<file path="src/rtl/tdq_pkg.sv">
`timescale 1ns / 1ps

package tdq_pkg;

  localparam int TIMER_SLOTS = 8;
  localparam int SLOT_W      = (TIMER_SLOTS > 1) ? $clog2(TIMER_SLOTS) : 1;
  localparam int MAX_FIRE    = 8;
  localparam int FIRE_W      = $clog2(MAX_FIRE + 1);
  // the scan covers the due flags and the token's walk through every cell
  localparam int SCAN_LEN    = TIMER_SLOTS + 1;
  localparam int CNT_W       = $clog2(SCAN_LEN + 1);

  typedef enum logic [1:0] {
    OP_ARM    = 2'd0,
    OP_CANCEL = 2'd1,
    OP_TICK   = 2'd2,
    OP_READ   = 2'd3
  } op_t;

  typedef enum logic [1:0] {
    KIND_ARM    = 2'd0,
    KIND_CANCEL = 2'd1,
    KIND_TIME   = 2'd2,
    KIND_EXPIRY = 2'd3
  } kind_t;

  typedef enum logic [1:0] {
    STAT_OK       = 2'd0,
    STAT_PER_ABS  = 2'd1,
    STAT_ZERO_PER = 2'd2
  } status_t;

  typedef enum logic [1:0] {
    MODE_CANCELLED = 2'd0,
    MODE_ONESHOT   = 2'd1,
    MODE_PERIODIC  = 2'd2
  } mode_t;

  typedef enum logic [2:0] {
    CMD_NONE    = 3'd0,
    CMD_CANCEL  = 3'd1,
    CMD_ARM_ONE = 3'd2,
    CMD_ARM_PER = 3'd3,
    CMD_FIRE    = 3'd4
  } cmd_op_t;

  typedef struct packed {
    cmd_op_t             op;
    logic [SLOT_W-1:0]   idx;
    logic [63:0]         deadline;
    logic [63:0]         period;
    logic [63:0]         stamp;
  } cmd_t;

  typedef struct packed {
    logic                valid;
    logic                periodic;
    logic [63:0]         deadline;
    logic [63:0]         stamp;
    logic [SLOT_W-1:0]   slot;
  } tok_t;

endpackage

</file>
<file path="src/rtl/tdq_cell.sv">
`timescale 1ns / 1ps

module tdq_cell (
  input  logic                      clk,
  input  logic                      rst,
  input  logic [tdq_pkg::SLOT_W-1:0] idx,
  input  logic [63:0]               now,
  input  tdq_pkg::cmd_t             cmd,
  input  tdq_pkg::tok_t             tok_in,
  output tdq_pkg::tok_t             tok_out
);

  tdq_pkg::mode_t mode;
  logic [63:0]    deadline;
  logic [63:0]    period;
  logic [63:0]    stamp;
  logic           due;
  logic           hit;
  logic           better;

  assign hit = (cmd.idx == idx);

  always_ff @(posedge clk) begin
    if (rst) begin
      mode <= tdq_pkg::MODE_CANCELLED;
    end else if (hit) begin
      case (cmd.op)
        tdq_pkg::CMD_CANCEL: begin
          mode <= tdq_pkg::MODE_CANCELLED;
        end
        tdq_pkg::CMD_ARM_ONE: begin
          mode <= tdq_pkg::MODE_ONESHOT;
        end
        tdq_pkg::CMD_ARM_PER: begin
          mode <= tdq_pkg::MODE_PERIODIC;
        end
        tdq_pkg::CMD_FIRE: begin
          if (mode != tdq_pkg::MODE_PERIODIC) begin
            mode <= tdq_pkg::MODE_CANCELLED;
          end
        end
        default: begin
        end
      endcase
    end
  end

  always_ff @(posedge clk) begin
    if (hit) begin
      case (cmd.op)
        tdq_pkg::CMD_ARM_ONE: begin
          deadline <= cmd.deadline;
          stamp    <= cmd.stamp;
        end
        tdq_pkg::CMD_ARM_PER: begin
          deadline <= cmd.deadline;
          period   <= cmd.period;
          stamp    <= cmd.stamp;
        end
        tdq_pkg::CMD_FIRE: begin
          if (mode == tdq_pkg::MODE_PERIODIC) begin
            deadline <= deadline + period;
            stamp    <= cmd.stamp;
          end
        end
        default: begin
        end
      endcase
    end
  end

  always_ff @(posedge clk) begin
    if (rst) begin
      due <= 1'b0;
    end else begin
      due <= (mode != tdq_pkg::MODE_CANCELLED) && (deadline <= now);
    end
  end

  // ties keep the incoming (lower index) token
  assign better = due && (!tok_in.valid || (deadline < tok_in.deadline) ||
                  ((deadline == tok_in.deadline) && (stamp < tok_in.stamp)));

  always_ff @(posedge clk) begin
    if (rst) begin
      tok_out <= '0;
    end else if (better) begin
      tok_out.valid    <= 1'b1;
      tok_out.periodic <= (mode == tdq_pkg::MODE_PERIODIC);
      tok_out.deadline <= deadline;
      tok_out.stamp    <= stamp;
      tok_out.slot     <= idx;
    end else begin
      tok_out <= tok_in;
    end
  end

endmodule

</file>
<file path="config.mk">
export PLATFORM = sky130hd
export DESIGN_NAME = tdq_cell
export DESIGN_NICKNAME = d
export VERILOG_FILES = /design/src/rtl/tdq_pkg.sv /design/src/rtl/tdq_cell.sv
export SDC_FILE = /design/constraint.sdc
export NUM_CORES = 1
export LEC_CHECK = 0
export BUFFER_PORTS_ARGS = -buffer_cell sky130_fd_sc_hd__buf_2
export CAP_MARGIN = 20
export CORE_AREA = 2 2 209 211
export DETAILED_ROUTE_END_ITERATION = 7
export DIE_AREA = 0 0 211 213
export PLACE_DENSITY = 0.74
export SYNTH_ARGS = -nofsm -noshare
export SYNTH_HDL_FRONTEND = slang
export SYNTH_SLANG_ARGS = --single-unit
export TNS_END_PERCENT = 30
</file>
<file path="constraint.sdc">
create_clock -name clk -period 12.65 [get_ports clk]
set_input_delay 2.53 -clock clk [delete_from_list [all_inputs] [get_ports clk]]
set_output_delay 2.53 -clock clk [all_outputs]
set_load 0.02 [all_outputs]
</file>
* Word-level counts from Yosys, hierarchy flattened
Cells that the tools add are included. Widths: inputs -> output; s select.
Word-level totals: flip-flop bits (word level) 328, output and inout bits 133, word-level logic and storage cells 44
Cells by class: add/subtract/negate cells 1, magnitude comparators 3, equal/unequal tests 10, mux-type cells 7, reductions and logical operators 13
Operators with widths (number):
- $pmux 64 s2 | 2
- $mux 133 | 1
- $lt 64x64->1 | 2
- $mux 64 | 2
- $add 64x64->64 | 1
- $eq 64x64->1 | 1
- $le 64x64->1 | 1
- $pmux 2 s4 | 1
- $eq 3x2->1 const B | 2
- $ne 2x2->1 const B | 3
- $reduce_and 3->1 | 2
- $reduce_bool 2->1 | 2
- $reduce_bool 4->1 | 1
- $eq 3x1->1 const B | 1
- $eq 3x3->1 | 1
- $eq 3x3->1 const B | 1
- $logic_and 1x1->1 | 3
- $eq 2x2->1 const B | 1
- $logic_or 1x1->1 | 2
- $mux 2 | 1
- $reduce_and 2->1 | 1
- $reduce_or 2->1 | 1
- $logic_not 1->1 | 1

* Logic depth before layout (Yosys ltp)
Gate-level depths: netlist of run 1.
word-level depth 5, depth in mapped cells 14, depth with buffers taken out 12

* Worst setup path before layout of run 1
OpenSTA, ideal clock, no wires.
path kind input to register, start input port cmd[196] (netlist bit), end register deadline[0] (enable), data arrival time 6187 ps, data required time 12152 ps, path slack 5965 ps, stages 6, cell sequence inv_1 -> nand3b_1 -> clkbuf_1 -> buf_1 -> nor3_1 -> o21a_1
On the way: longest elaborated chain between the ends 4, elaborated cells between the ends (all ways) 7
RTL lines:
- start: declaration | RTL line tdq_cell.sv:8 | input tdq_pkg::cmd_t cmd,
- $eq 3x2->1 | RTL line tdq_cell.sv:50 | case (cmd.op)
- $reduce_or 2->1 (no line)
- $reduce_bool 2->1 (no line)
- $reduce_and 3->1 (no line) (*)
- end signal: assignment | RTL line tdq_cell.sv:52 | deadline <= cmd.deadline;
- end signal: assignment | RTL line tdq_cell.sv:56 | deadline <= cmd.deadline;
- end signal: assignment | RTL line tdq_cell.sv:62 | deadline <= deadline + period;
- end: declaration | RTL line tdq_cell.sv:14 | logic [63:0] deadline;
Every way passes the cells marked *; elsewhere a longest branch is shown, timed or not. A chain may end at the register's enable or synchronous reset.

* Final worst setup path of run 1
start input port tok_in[85] (netlist bit), end register tok_out[76] (netlist bit)
On the way: longest elaborated chain between the ends 5, elaborated cells between the ends (all ways) 7
RTL lines:
- start: declaration | RTL line tdq_cell.sv:9 | input tdq_pkg::tok_t tok_in,
- $lt 64x64->1 or $eq 64x64->1 (tied branches) | RTL line tdq_cell.sv:81, tdq_cell.sv:82
- $logic_or 1x1->1 or $logic_and 1x1->1 (tied branches) | RTL line tdq_cell.sv:81, tdq_cell.sv:82
- $logic_or 1x1->1 (*) | RTL line tdq_cell.sv:81 | assign better = due && (!tok_in.valid || (deadline < tok_in.deadline) ||
- $logic_and 1x1->1 (*) | RTL line tdq_cell.sv:81
- $mux 133 (*) | RTL line tdq_cell.sv:87 | end else if (better) begin
- end signal: assignment | RTL line tdq_cell.sv:94 | tok_out <= tok_in;
- end: declaration | RTL line tdq_cell.sv:10 | output tdq_pkg::tok_t tok_out
Marks and branches as above.

==> results of run 1 <==
## through the flow
stage          hold WS, ns  setup slack, ns
5_1_grt             0.5472            5.736
3_3_place_gp        0.4972            5.685
4_1_cts             0.5131            6.129
2_1_floorplan       0.4688            5.965
3_5_place_dp        0.5052            5.601
6_report            0.5077            6.083
## final timing paths
kind / start / to / slack [ns] / cells past startpoint
max: tok_in[85] / tok_out[76]$_SDFF_PP0_ / 6.08 / 13
max reg2reg: deadline[18]$_DFFE_PP_ / tok_out[76]$_SDFF_PP0_ / 7.65 / 11
min reg2reg: mode[1]$_SDFFE_PP0P_ / mode[1]$_SDFFE_PP0P_ / 0.51 / 2
min: mode[1]$_SDFFE_PP0P_ / mode[1]$_SDFFE_PP0P_ / 0.51 / 2
## cell families after synthesis
logic type | synth area share, %
AOI/OAI and AO/OA | 21.31
xor gates and xnor gates | 2.201
adders and majority gates | 15.45
buffers and inverters | 6.627
DFF | 41.02
muxes | 0.1512
and+or+nand+nor | 13.24
## cell usage after synthesis, types with 13 or more instances
library cell	number
sky130_fd_sc_hd__clkbuf_1	70
sky130_fd_sc_hd__nand3_1	26
sky130_fd_sc_hd__nor2_1	40
sky130_fd_sc_hd__or3_1	129
sky130_fd_sc_hd__nor3_1	29
sky130_fd_sc_hd__buf_2	23
sky130_fd_sc_hd__o21ai_0	166
sky130_fd_sc_hd__inv_1	209
sky130_fd_sc_hd__xor2_1	27
sky130_fd_sc_hd__a21o_1	108
sky130_fd_sc_hd__a31oi_1	17
sky130_fd_sc_hd__o21ai_1	58
sky130_fd_sc_hd__o21ai_2	21
sky130_fd_sc_hd__o21a_1	13
sky130_fd_sc_hd__a21oi_1	233
sky130_fd_sc_hd__ha_1	254
sky130_fd_sc_hd__edfxtp_1	192
sky130_fd_sc_hd__dfxtp_1	136
sky130_fd_sc_hd__nand2b_1	14
sky130_fd_sc_hd__a21oi_2	21
sky130_fd_sc_hd__xnor2_1	25
sky130_fd_sc_hd__nand2_1	129
sky130_fd_sc_hd__nand4_1	71
sky130_fd_sc_hd__nor2b_1	17
sky130_fd_sc_hd__nor4_1	13
## registers in the layout (all words and copies together) (netlist names)
name,flops
stamp,64
tok_out,133
deadline,64
due,1
period,64
mode,2
## layout make-up
| type | instances | area (um^2) |
|---|---|---|
| diodes | 10 | 25.02 |
| clock buffers | 53 | 1059 |
| clock inverters | 16 | 186.4 |
| fillers | 3745 | 17800 |
| inverters | 209 | 784.5 |
| multi-input cells | 1538 | 10880 |
| flip-flops and latches | 328 | 8488 |
| well taps | 546 | 683.2 |
| repair buffers | 546 | 2790 |
## worst max-delay path, cell delays in order
cell and delay [ns]:
sky130_fd_sc_hd__buf_2 0.08, sky130_fd_sc_hd__inv_1 0.05, sky130_fd_sc_hd__ha_1 0.30, sky130_fd_sc_hd__nand4_1 0.26, sky130_fd_sc_hd__nor4_1 0.90, sky130_fd_sc_hd__nand4_1 0.32
sky130_fd_sc_hd__nor4b_2 0.32, sky130_fd_sc_hd__nand3_1 0.16, sky130_fd_sc_hd__a311oi_4 0.30, sky130_fd_sc_hd__buf_4 0.40, sky130_fd_sc_hd__buf_4 0.85, sky130_fd_sc_hd__o21ai_0 0.24
sky130_fd_sc_hd__a21oi_1 0.21
## routing by layer
metal  up-vias  track usage (%)  wire length [um]
met4         8            15.25              3173
met5         -                0                60
met2       860            50.14             33060
met3       169            6.207              5173
met1      9079            36.36             27980
li1       8983                -                 -
## power by group through the flow
stage	Sequential (mW)	Combinational (mW)	Clock [mW]
2_1_floorplan	1.24	0.192	0
3_3_place_gp	1.21	0.376	0
3_5_place_dp	1.21	0.386	0
4_1_cts	1.19	0.389	1.14
5_1_grt	1.19	0.431	1.17
6_report	1.19	0.391	1.12
==> metrics.txt, run 1 <==
final cell count without fillers 3,246; clk buf depth 3; share of async-settable or async-resettable flops after synthesis 0%; starting density of the core 48.47%; global-route wire length before repair 102,700 um; worst IR drop on VDD 0.1049 mV; pin count of the biggest net entering global routing 129; most frequent cells in the layout sky130_fd_sc_hd__buf_2 (531), sky130_fd_sc_hd__ha_1 (254), sky130_fd_sc_hd__a21oi_1 (233), sky130_fd_sc_hd__inv_1 (209), sky130_fd_sc_hd__edfxtp_1 (192); estimated wirelength of the detail-placed design 53,730 um; ratio of final minimum period to clock period 51.91%; number of cell rows 76; final core utilization 58.30%; result of the run complete, no violations; Clock transition at path regs 0.06 ns; Die W 211 um; initial antenna violation count 13; number of setup buffers added after CTS 0; number of buffers added by the clock tree synthesis step 38; critical path endpoint category flop; most used flip-flop cell after synthesis sky130_fd_sc_hd__edfxtp_1; dominant cell type by area after synthesis sky130_fd_sc_hd__edfxtp_1; Switch Pwr 0.7023 mW; Arr. time, crit path 7.04 ns; Setup CP Type in2reg; clock tree from TritonCTS built; via count of the first global-routing pass 18,710; count of input and output buffers 532; finished layout cell area 24,890 um^2; leakage dissipation 11.88 nW; number of optimization iterations in the first detailed-route pass 5; Min-Delay Path Class reg2reg; Warnings, synthesis 0; Finish-stage setup viols 0; max-cap violations 0; share of the yosys chip area belonging to registers 41.02%; number of storage elements in the synthesis netlist 328; cell types occupying the most area after synthesis sky130_fd_sc_hd__edfxtp_1 (28%), sky130_fd_sc_hd__ha_1 (15%), sky130_fd_sc_hd__dfxtp_1 (13%); area growth from synthesis to final layout 20.29%; number of pins with negative max-slew slack in the final report 0; areal power density over the cells 108.6 nW/um^2; cell area after technology mapping 20,690 um^2; design internal power 2.002 mW; area share of the largest cell type after synthesis 27.86%; RSZ-0062 raised after global routing false; summed negative setup slack over all endpoints 0 ns; Post-Synthesis Mean Instance Area 9.436 um^2; Sequential Power Share 44.1%; max frequency 0.1523 GHz; setup clock skew after layout 0.01566 ns; hold violation count in the final report 0; drt wl/cell 21.39 um; RD Place Congestion 0.9028; Core Area 42,700 um^2; ratio of cells with drive above 1 in the final layout 24.83%; Worst Setup Start Kind input port; quantity of gates resized following cts 0; Max transition margin 25.13%; via count of the routed design 19,100; Syn Nets 2,848; power share of the clock group 41.5%; number of nets in the layout 3,316; number of placed cells counting well taps 3,166; number of nets with antenna violations after routing 0; Hold Buf Count CTS 0; aggregate routed wire length 69,440 um; top-level I/O count 533; number of vias per cell after detailed routing 5.884; Die ar. 44,940 um^2; most common cell after layout, fill and taps aside sky130_fd_sc_hd__buf_2; overall routing resource usage 29.86%; cell area reported after detailed placement 23,600 um^2; die span in y 213 um; Total Power Consumption 2.704 mW; TritonCTS sink count 328; Tmin final 6.567 ns; Post-Syn Instances 2,193; Remaining DRCs 0; clock latency reported for the late side of the worst-skew pair 0.56 ns; EDFF count, synth 192; library cells used by synthesis 76; First DRT Iteration DRCs 1,387; required time of the critical path 13.13 ns; logic gate share of total power 14.4%; maximum fanout encountered on the critical timing path 118; H-tree levels 2; total overflow reported by the global router 0; switching share of power 25.97%; Root Buffer Master sky130_fd_sc_hd__clkbuf_16; Tightest Pin Transition 1.123 ns
(Power assumes the default switching activity.)
==> run 2, diff against run 1 <==
ABC_AREA = 1   (was unset)
CORE_AREA = unset   (was 2 2 209 211)
CORE_UTILIZATION = 52   (was unset)
DIE_AREA = unset   (was 0 0 211 213)
PLACE_DENSITY = 0.78   (was 0.74)
clock period = 6.1 ns   (was 12.65 ns; I/O delays follow)
==> metrics.txt, run 2 <==
Min-Delay Path Class reg2reg; starting density of the core 52.84% (+4.4 points); number of cell rows 75 (-1.3%); critical path endpoint category flop; Die ar. 43,550 um^2 (-3.1%); Total Power Consumption 5.719 mW (+110%); top cell family by delay on the critical path simple AND/OR/NAND/NOR gates; total overflow reported by the global router 0 (unchanged); worst setup path endpoint tok_out[7]$_SDFF_PP0_; number of pins with negative max-slew slack in the final report 0 (unchanged); Core Area 42,040 um^2 (-1.5%); Post-Syn Instances 2,817 (+28%); dominant cell type by area after synthesis sky130_fd_sc_hd__edfxtp_1; H-tree levels 2 (unchanged); switching share of power 27.53% (+1.6 points); clk buf depth 3 (unchanged); clock tree from TritonCTS built; cell types occupying the most area after synthesis sky130_fd_sc_hd__edfxtp_1 (26%), sky130_fd_sc_hd__ha_1 (14%), sky130_fd_sc_hd__dfxtp_1 (12%); most common cell after layout, fill and taps aside sky130_fd_sc_hd__nand2_1; required time of the critical path 6.59 ns (-6.54 ns); Reg2Reg Setup Slack 2.31 ns (-5.34 ns); area growth from synthesis to final layout 19.96%; number of flip-flops under the largest register name 133 (unchanged); max frequency 0.2487 GHz; RD Place Congestion 0.9993 (+11%); most used flip-flop cell after synthesis sky130_fd_sc_hd__edfxtp_1; launch instance of the worst register-to-register path deadline[63]$_DFFE_PP_; combinational family with the most area after synthesis simple AND/OR/NAND/NOR gates; Tightest Pin Transition 1.099 ns (-0.02356 ns); aggregate routed wire length 81,660 um (+18%); Max transition margin 26.70% (+1.6 points); setup slack at placement 1.526 ns (-4.075 ns); ratio of final minimum period to clock period 65.91%; Warnings, synthesis 0 (unchanged); library cell with the highest instance count after synthesis sky130_fd_sc_hd__nand2_1; share of the yosys chip area belonging to registers 38.21% (-2.8 points); result of the run complete, no violations; RR Endpoint tok_out[7]$_SDFF_PP0_; leakage dissipation 12.99 nW (+9.4%); Sequential Power Share 43.2% (-0.9 points); power share of the clock group 41.6% (about the same); multiplexer area fraction after synthesis 0% (-0.15 points); initial antenna violation count 25 (+12); number of placed cells counting well taps 3,815 (+20%); most frequent cells after synthesis sky130_fd_sc_hd__nand2_1 (571), sky130_fd_sc_hd__inv_1 (405), sky130_fd_sc_hd__nor2_1 (330), sky130_fd_sc_hd__ha_1 (254), sky130_fd_sc_hd__a21oi_1 (242); quantity of gates resized following cts 0 (unchanged); slowest stage delay, CP 0.67 ns (-0.23 ns); number of optimization iterations in the first detailed-route pass 6 (+1); Root Buffer Master sky130_fd_sc_hd__clkbuf_16; Remaining DRCs 0 (unchanged); die span in y 208.7 um (-2.0%); critical-path cell with the highest stage delay sky130_fd_sc_hd__nand2_4; via count of the first global-routing pass 21,030 (+12%); hold violation count in the final report 0 (unchanged); RSZ-0062 raised after global routing false; areal power density over the cells 214.6 nW/um^2 (+98%); finished layout cell area 26,650 um^2 (+7.1%); TritonCTS sink count 328 (unchanged); register with the most flip-flops tok_out; logic gate share of total power 15.2% (+0.8 points); Clock transition at path regs 0.06 ns (about the same); most frequent cells in the layout sky130_fd_sc_hd__nand2_1 (569), sky130_fd_sc_hd__buf_2 (532), sky130_fd_sc_hd__inv_1 (405), sky130_fd_sc_hd__nor2_1 (329), sky130_fd_sc_hd__ha_1 (254); via count of the routed design 21,950 (+15%); final cell count without fillers 3,911 (+20%); Tmin final 4.021 ns; Post-Synthesis Mean Instance Area 7.886 um^2 (-16%); number of buffers added by the clock tree synthesis step 39 (+2.6%); worst IR drop on VDD 0.1947 mV (+86%); Die W 208.7 um (-1.1%); area share of fa/ha/maj cells after synthesis 14.40% (-1.1 points); number of storage elements in the synthesis netlist 328 (unchanged); max-cap violations 0 (unchanged); First DRT Iteration DRCs 2,037 (+47%); count of input and output buffers 532 (unchanged); cell area after technology mapping 22,220 um^2 (+7.4%); estimated wirelength of the detail-placed design 65,210 um (+21%); library cells used by synthesis 42 (-45%); Hold Buf Count CTS 0 (unchanged); Worst Setup Start Kind input port; setup clock skew after layout 0.02701 ns (+0.01135 ns); ratio of cells with drive above 1 in the final layout 20.41% (-4.4 points); maximum fanout encountered on the critical timing path 85 (-28%); design internal power 4.144 mW (+110%); number of cells traversed by the worst register-to-register path 13 (+2); cell area reported after detailed placement 25,280 um^2 (+7.1%); critical path cell sequence buf_2 -> inv_1 -> ha_1 -> nand2_1 -> nor2_1 -> nand2_1 -> inv_1 -> nand2_1 -> nand2_1 -> nand2_1 -> nand2_1 -> nand2_1 -> a21oi_1 -> nand2_4 -> buf_12 -> nand3b_1 -> nand2_1 -> nor2_1; simple-gate portion of the synthesized area 23.93% (+11 points); Critical path origin tok_in[80]; Syn Nets 3,472 (+22%); post-synthesis xor/xnor area fraction 1.183% (-1.0 points); area share of the largest cell type after synthesis 25.95% (-1.9 points); complex-gate fraction of the synthesized area 13.38% (-7.9 points); pin count of the biggest net entering global routing 181 (+40%); number of nets with antenna violations after routing 0 (unchanged); share of async-settable or async-resettable flops after synthesis 0% (unchanged); total number of cells along the worst setup path 18 (+5); EDFF count, synth 192 (unchanged); number of nets in the layout 3,973 (+20%); number of vias per cell after detailed routing 5.613 (-4.6%); clock latency reported for the late side of the worst-skew pair 0.58 ns (+0.02 ns); drt wl/cell 20.88 um (-2.4%); critical path's most frequent cell sky130_fd_sc_hd__nand2_1; number of setup buffers added after CTS 0 (unchanged); Finish-stage setup viols 0 (unchanged); Setup CP Type in2reg; Switch Pwr 1.574 mW (+120%); overall routing resource usage 36.68% (+6.8 points); global-route wire length before repair 121,100 um (+18%); Arr. time, crit path 4.51 ns (-2.53 ns); final worst slack 2.079 ns (-4.004 ns); top-level I/O count 533 (unchanged); sum of buffers and inverters on the critical path 4 (unchanged)
## run 2: cell count changes after synthesis, sizes merged, moves of 51 or more
cell and change:
a21o -99, a21oi +58, clkbuf -51, inv +198
nand2 +442, nand3 +72, nand3b +132, nor2 +291
o21ai -125, or3 -129
## run 2: kinds of logic after synthesis
family / Yosys count
and+or+nand+nor: 1203
AOI/OAI and AO/OA: 509
buffers and inverters: 492
xor gates and xnor gates: 30
DFF: 328
adders and majority gates: 255
## run 2: stage by stage
stage	hold WS, ns	util, %	setup TNS (ns)
floorplan	0.4586	-	-228.05
global placement	0.4817	60.13	0
detailed placement	0.4930	60.13	0
CTS	0.5000	63.17	0
global route	0.5314	63.35	0
finish	0.5023	63.39	0
## run 2: routing by layer
| metal | global-route usage, % | vias to the layer above | wire (um) |
|---|---|---|---|
| met2 | 58.72 | 980 | 37380 |
| met3 | 7.574 | 186 | 6963 |
| met4 | 19.27 | 0 | 4092 |
| li1 | - | 10430 | - |
| met1 | 46.66 | 10360 | 33230 |
| met5 | 0 | - | 0 |
## run 2: cell type report
type / count / area, um^2
multi-input cells: 1997 / 11780
fillers: 3705 / 15390
repair buffers: 545 / 2830
well taps: 539 / 674.4
flip-flops and latches: 328 / 8492
diodes: 25 / 62.56
clock buffers: 53 / 1059
clock inverters: 17 / 219.0
inverters: 407 / 1530
## run 2: worst min-delay path by stage
stage,startpoint,end,slack (ns),cells after the start
2_1_floorplan,mode[0]$_SDFFE_PP0P_,mode[0]$_SDFFE_PP0P_,0.46,2
3_5_place_dp,mode[0]$_SDFFE_PP0P_,mode[0]$_SDFFE_PP0P_,0.49,2
6_report,mode[0]$_SDFFE_PP0P_,mode[0]$_SDFFE_PP0P_,0.50,2
4_1_cts,mode[0]$_SDFFE_PP0P_,mode[0]$_SDFFE_PP0P_,0.50,2
3_3_place_gp,mode[0]$_SDFFE_PP0P_,mode[0]$_SDFFE_PP0P_,0.48,2
5_1_grt,mode[0]$_SDFFE_PP0P_,mode[0]$_SDFFE_PP0P_,0.53,2
## run 2: power groups by stage
stage	Sequential [mW]	Combinational (mW)	Clock, mW
after global routing	2.47	0.956	2.48
after floorplan	2.56	0.440	0
after global placement	2.52	0.828	0
after CTS	2.47	0.857	2.41
after detailed placement	2.52	0.850	0
final	2.47	0.868	2.38
## run 2: worst register-to-register path, cell delays in order (launching register included)
cell and delay, ns:
sky130_fd_sc_hd__edfxtp_1 0.55, sky130_fd_sc_hd__ha_1 0.37, sky130_fd_sc_hd__nand2_1 0.05, sky130_fd_sc_hd__inv_1 0.08
sky130_fd_sc_hd__nand4_1 0.22, sky130_fd_sc_hd__nor3b_2 0.23, sky130_fd_sc_hd__and2_1 0.15, sky130_fd_sc_hd__nand2_1 0.05
sky130_fd_sc_hd__a21oi_1 0.41, sky130_fd_sc_hd__nand2_4 0.67, sky130_fd_sc_hd__buf_12 0.53, sky130_fd_sc_hd__nand3b_1 0.13
sky130_fd_sc_hd__nand2_1 0.06, sky130_fd_sc_hd__nor2_1 0.19
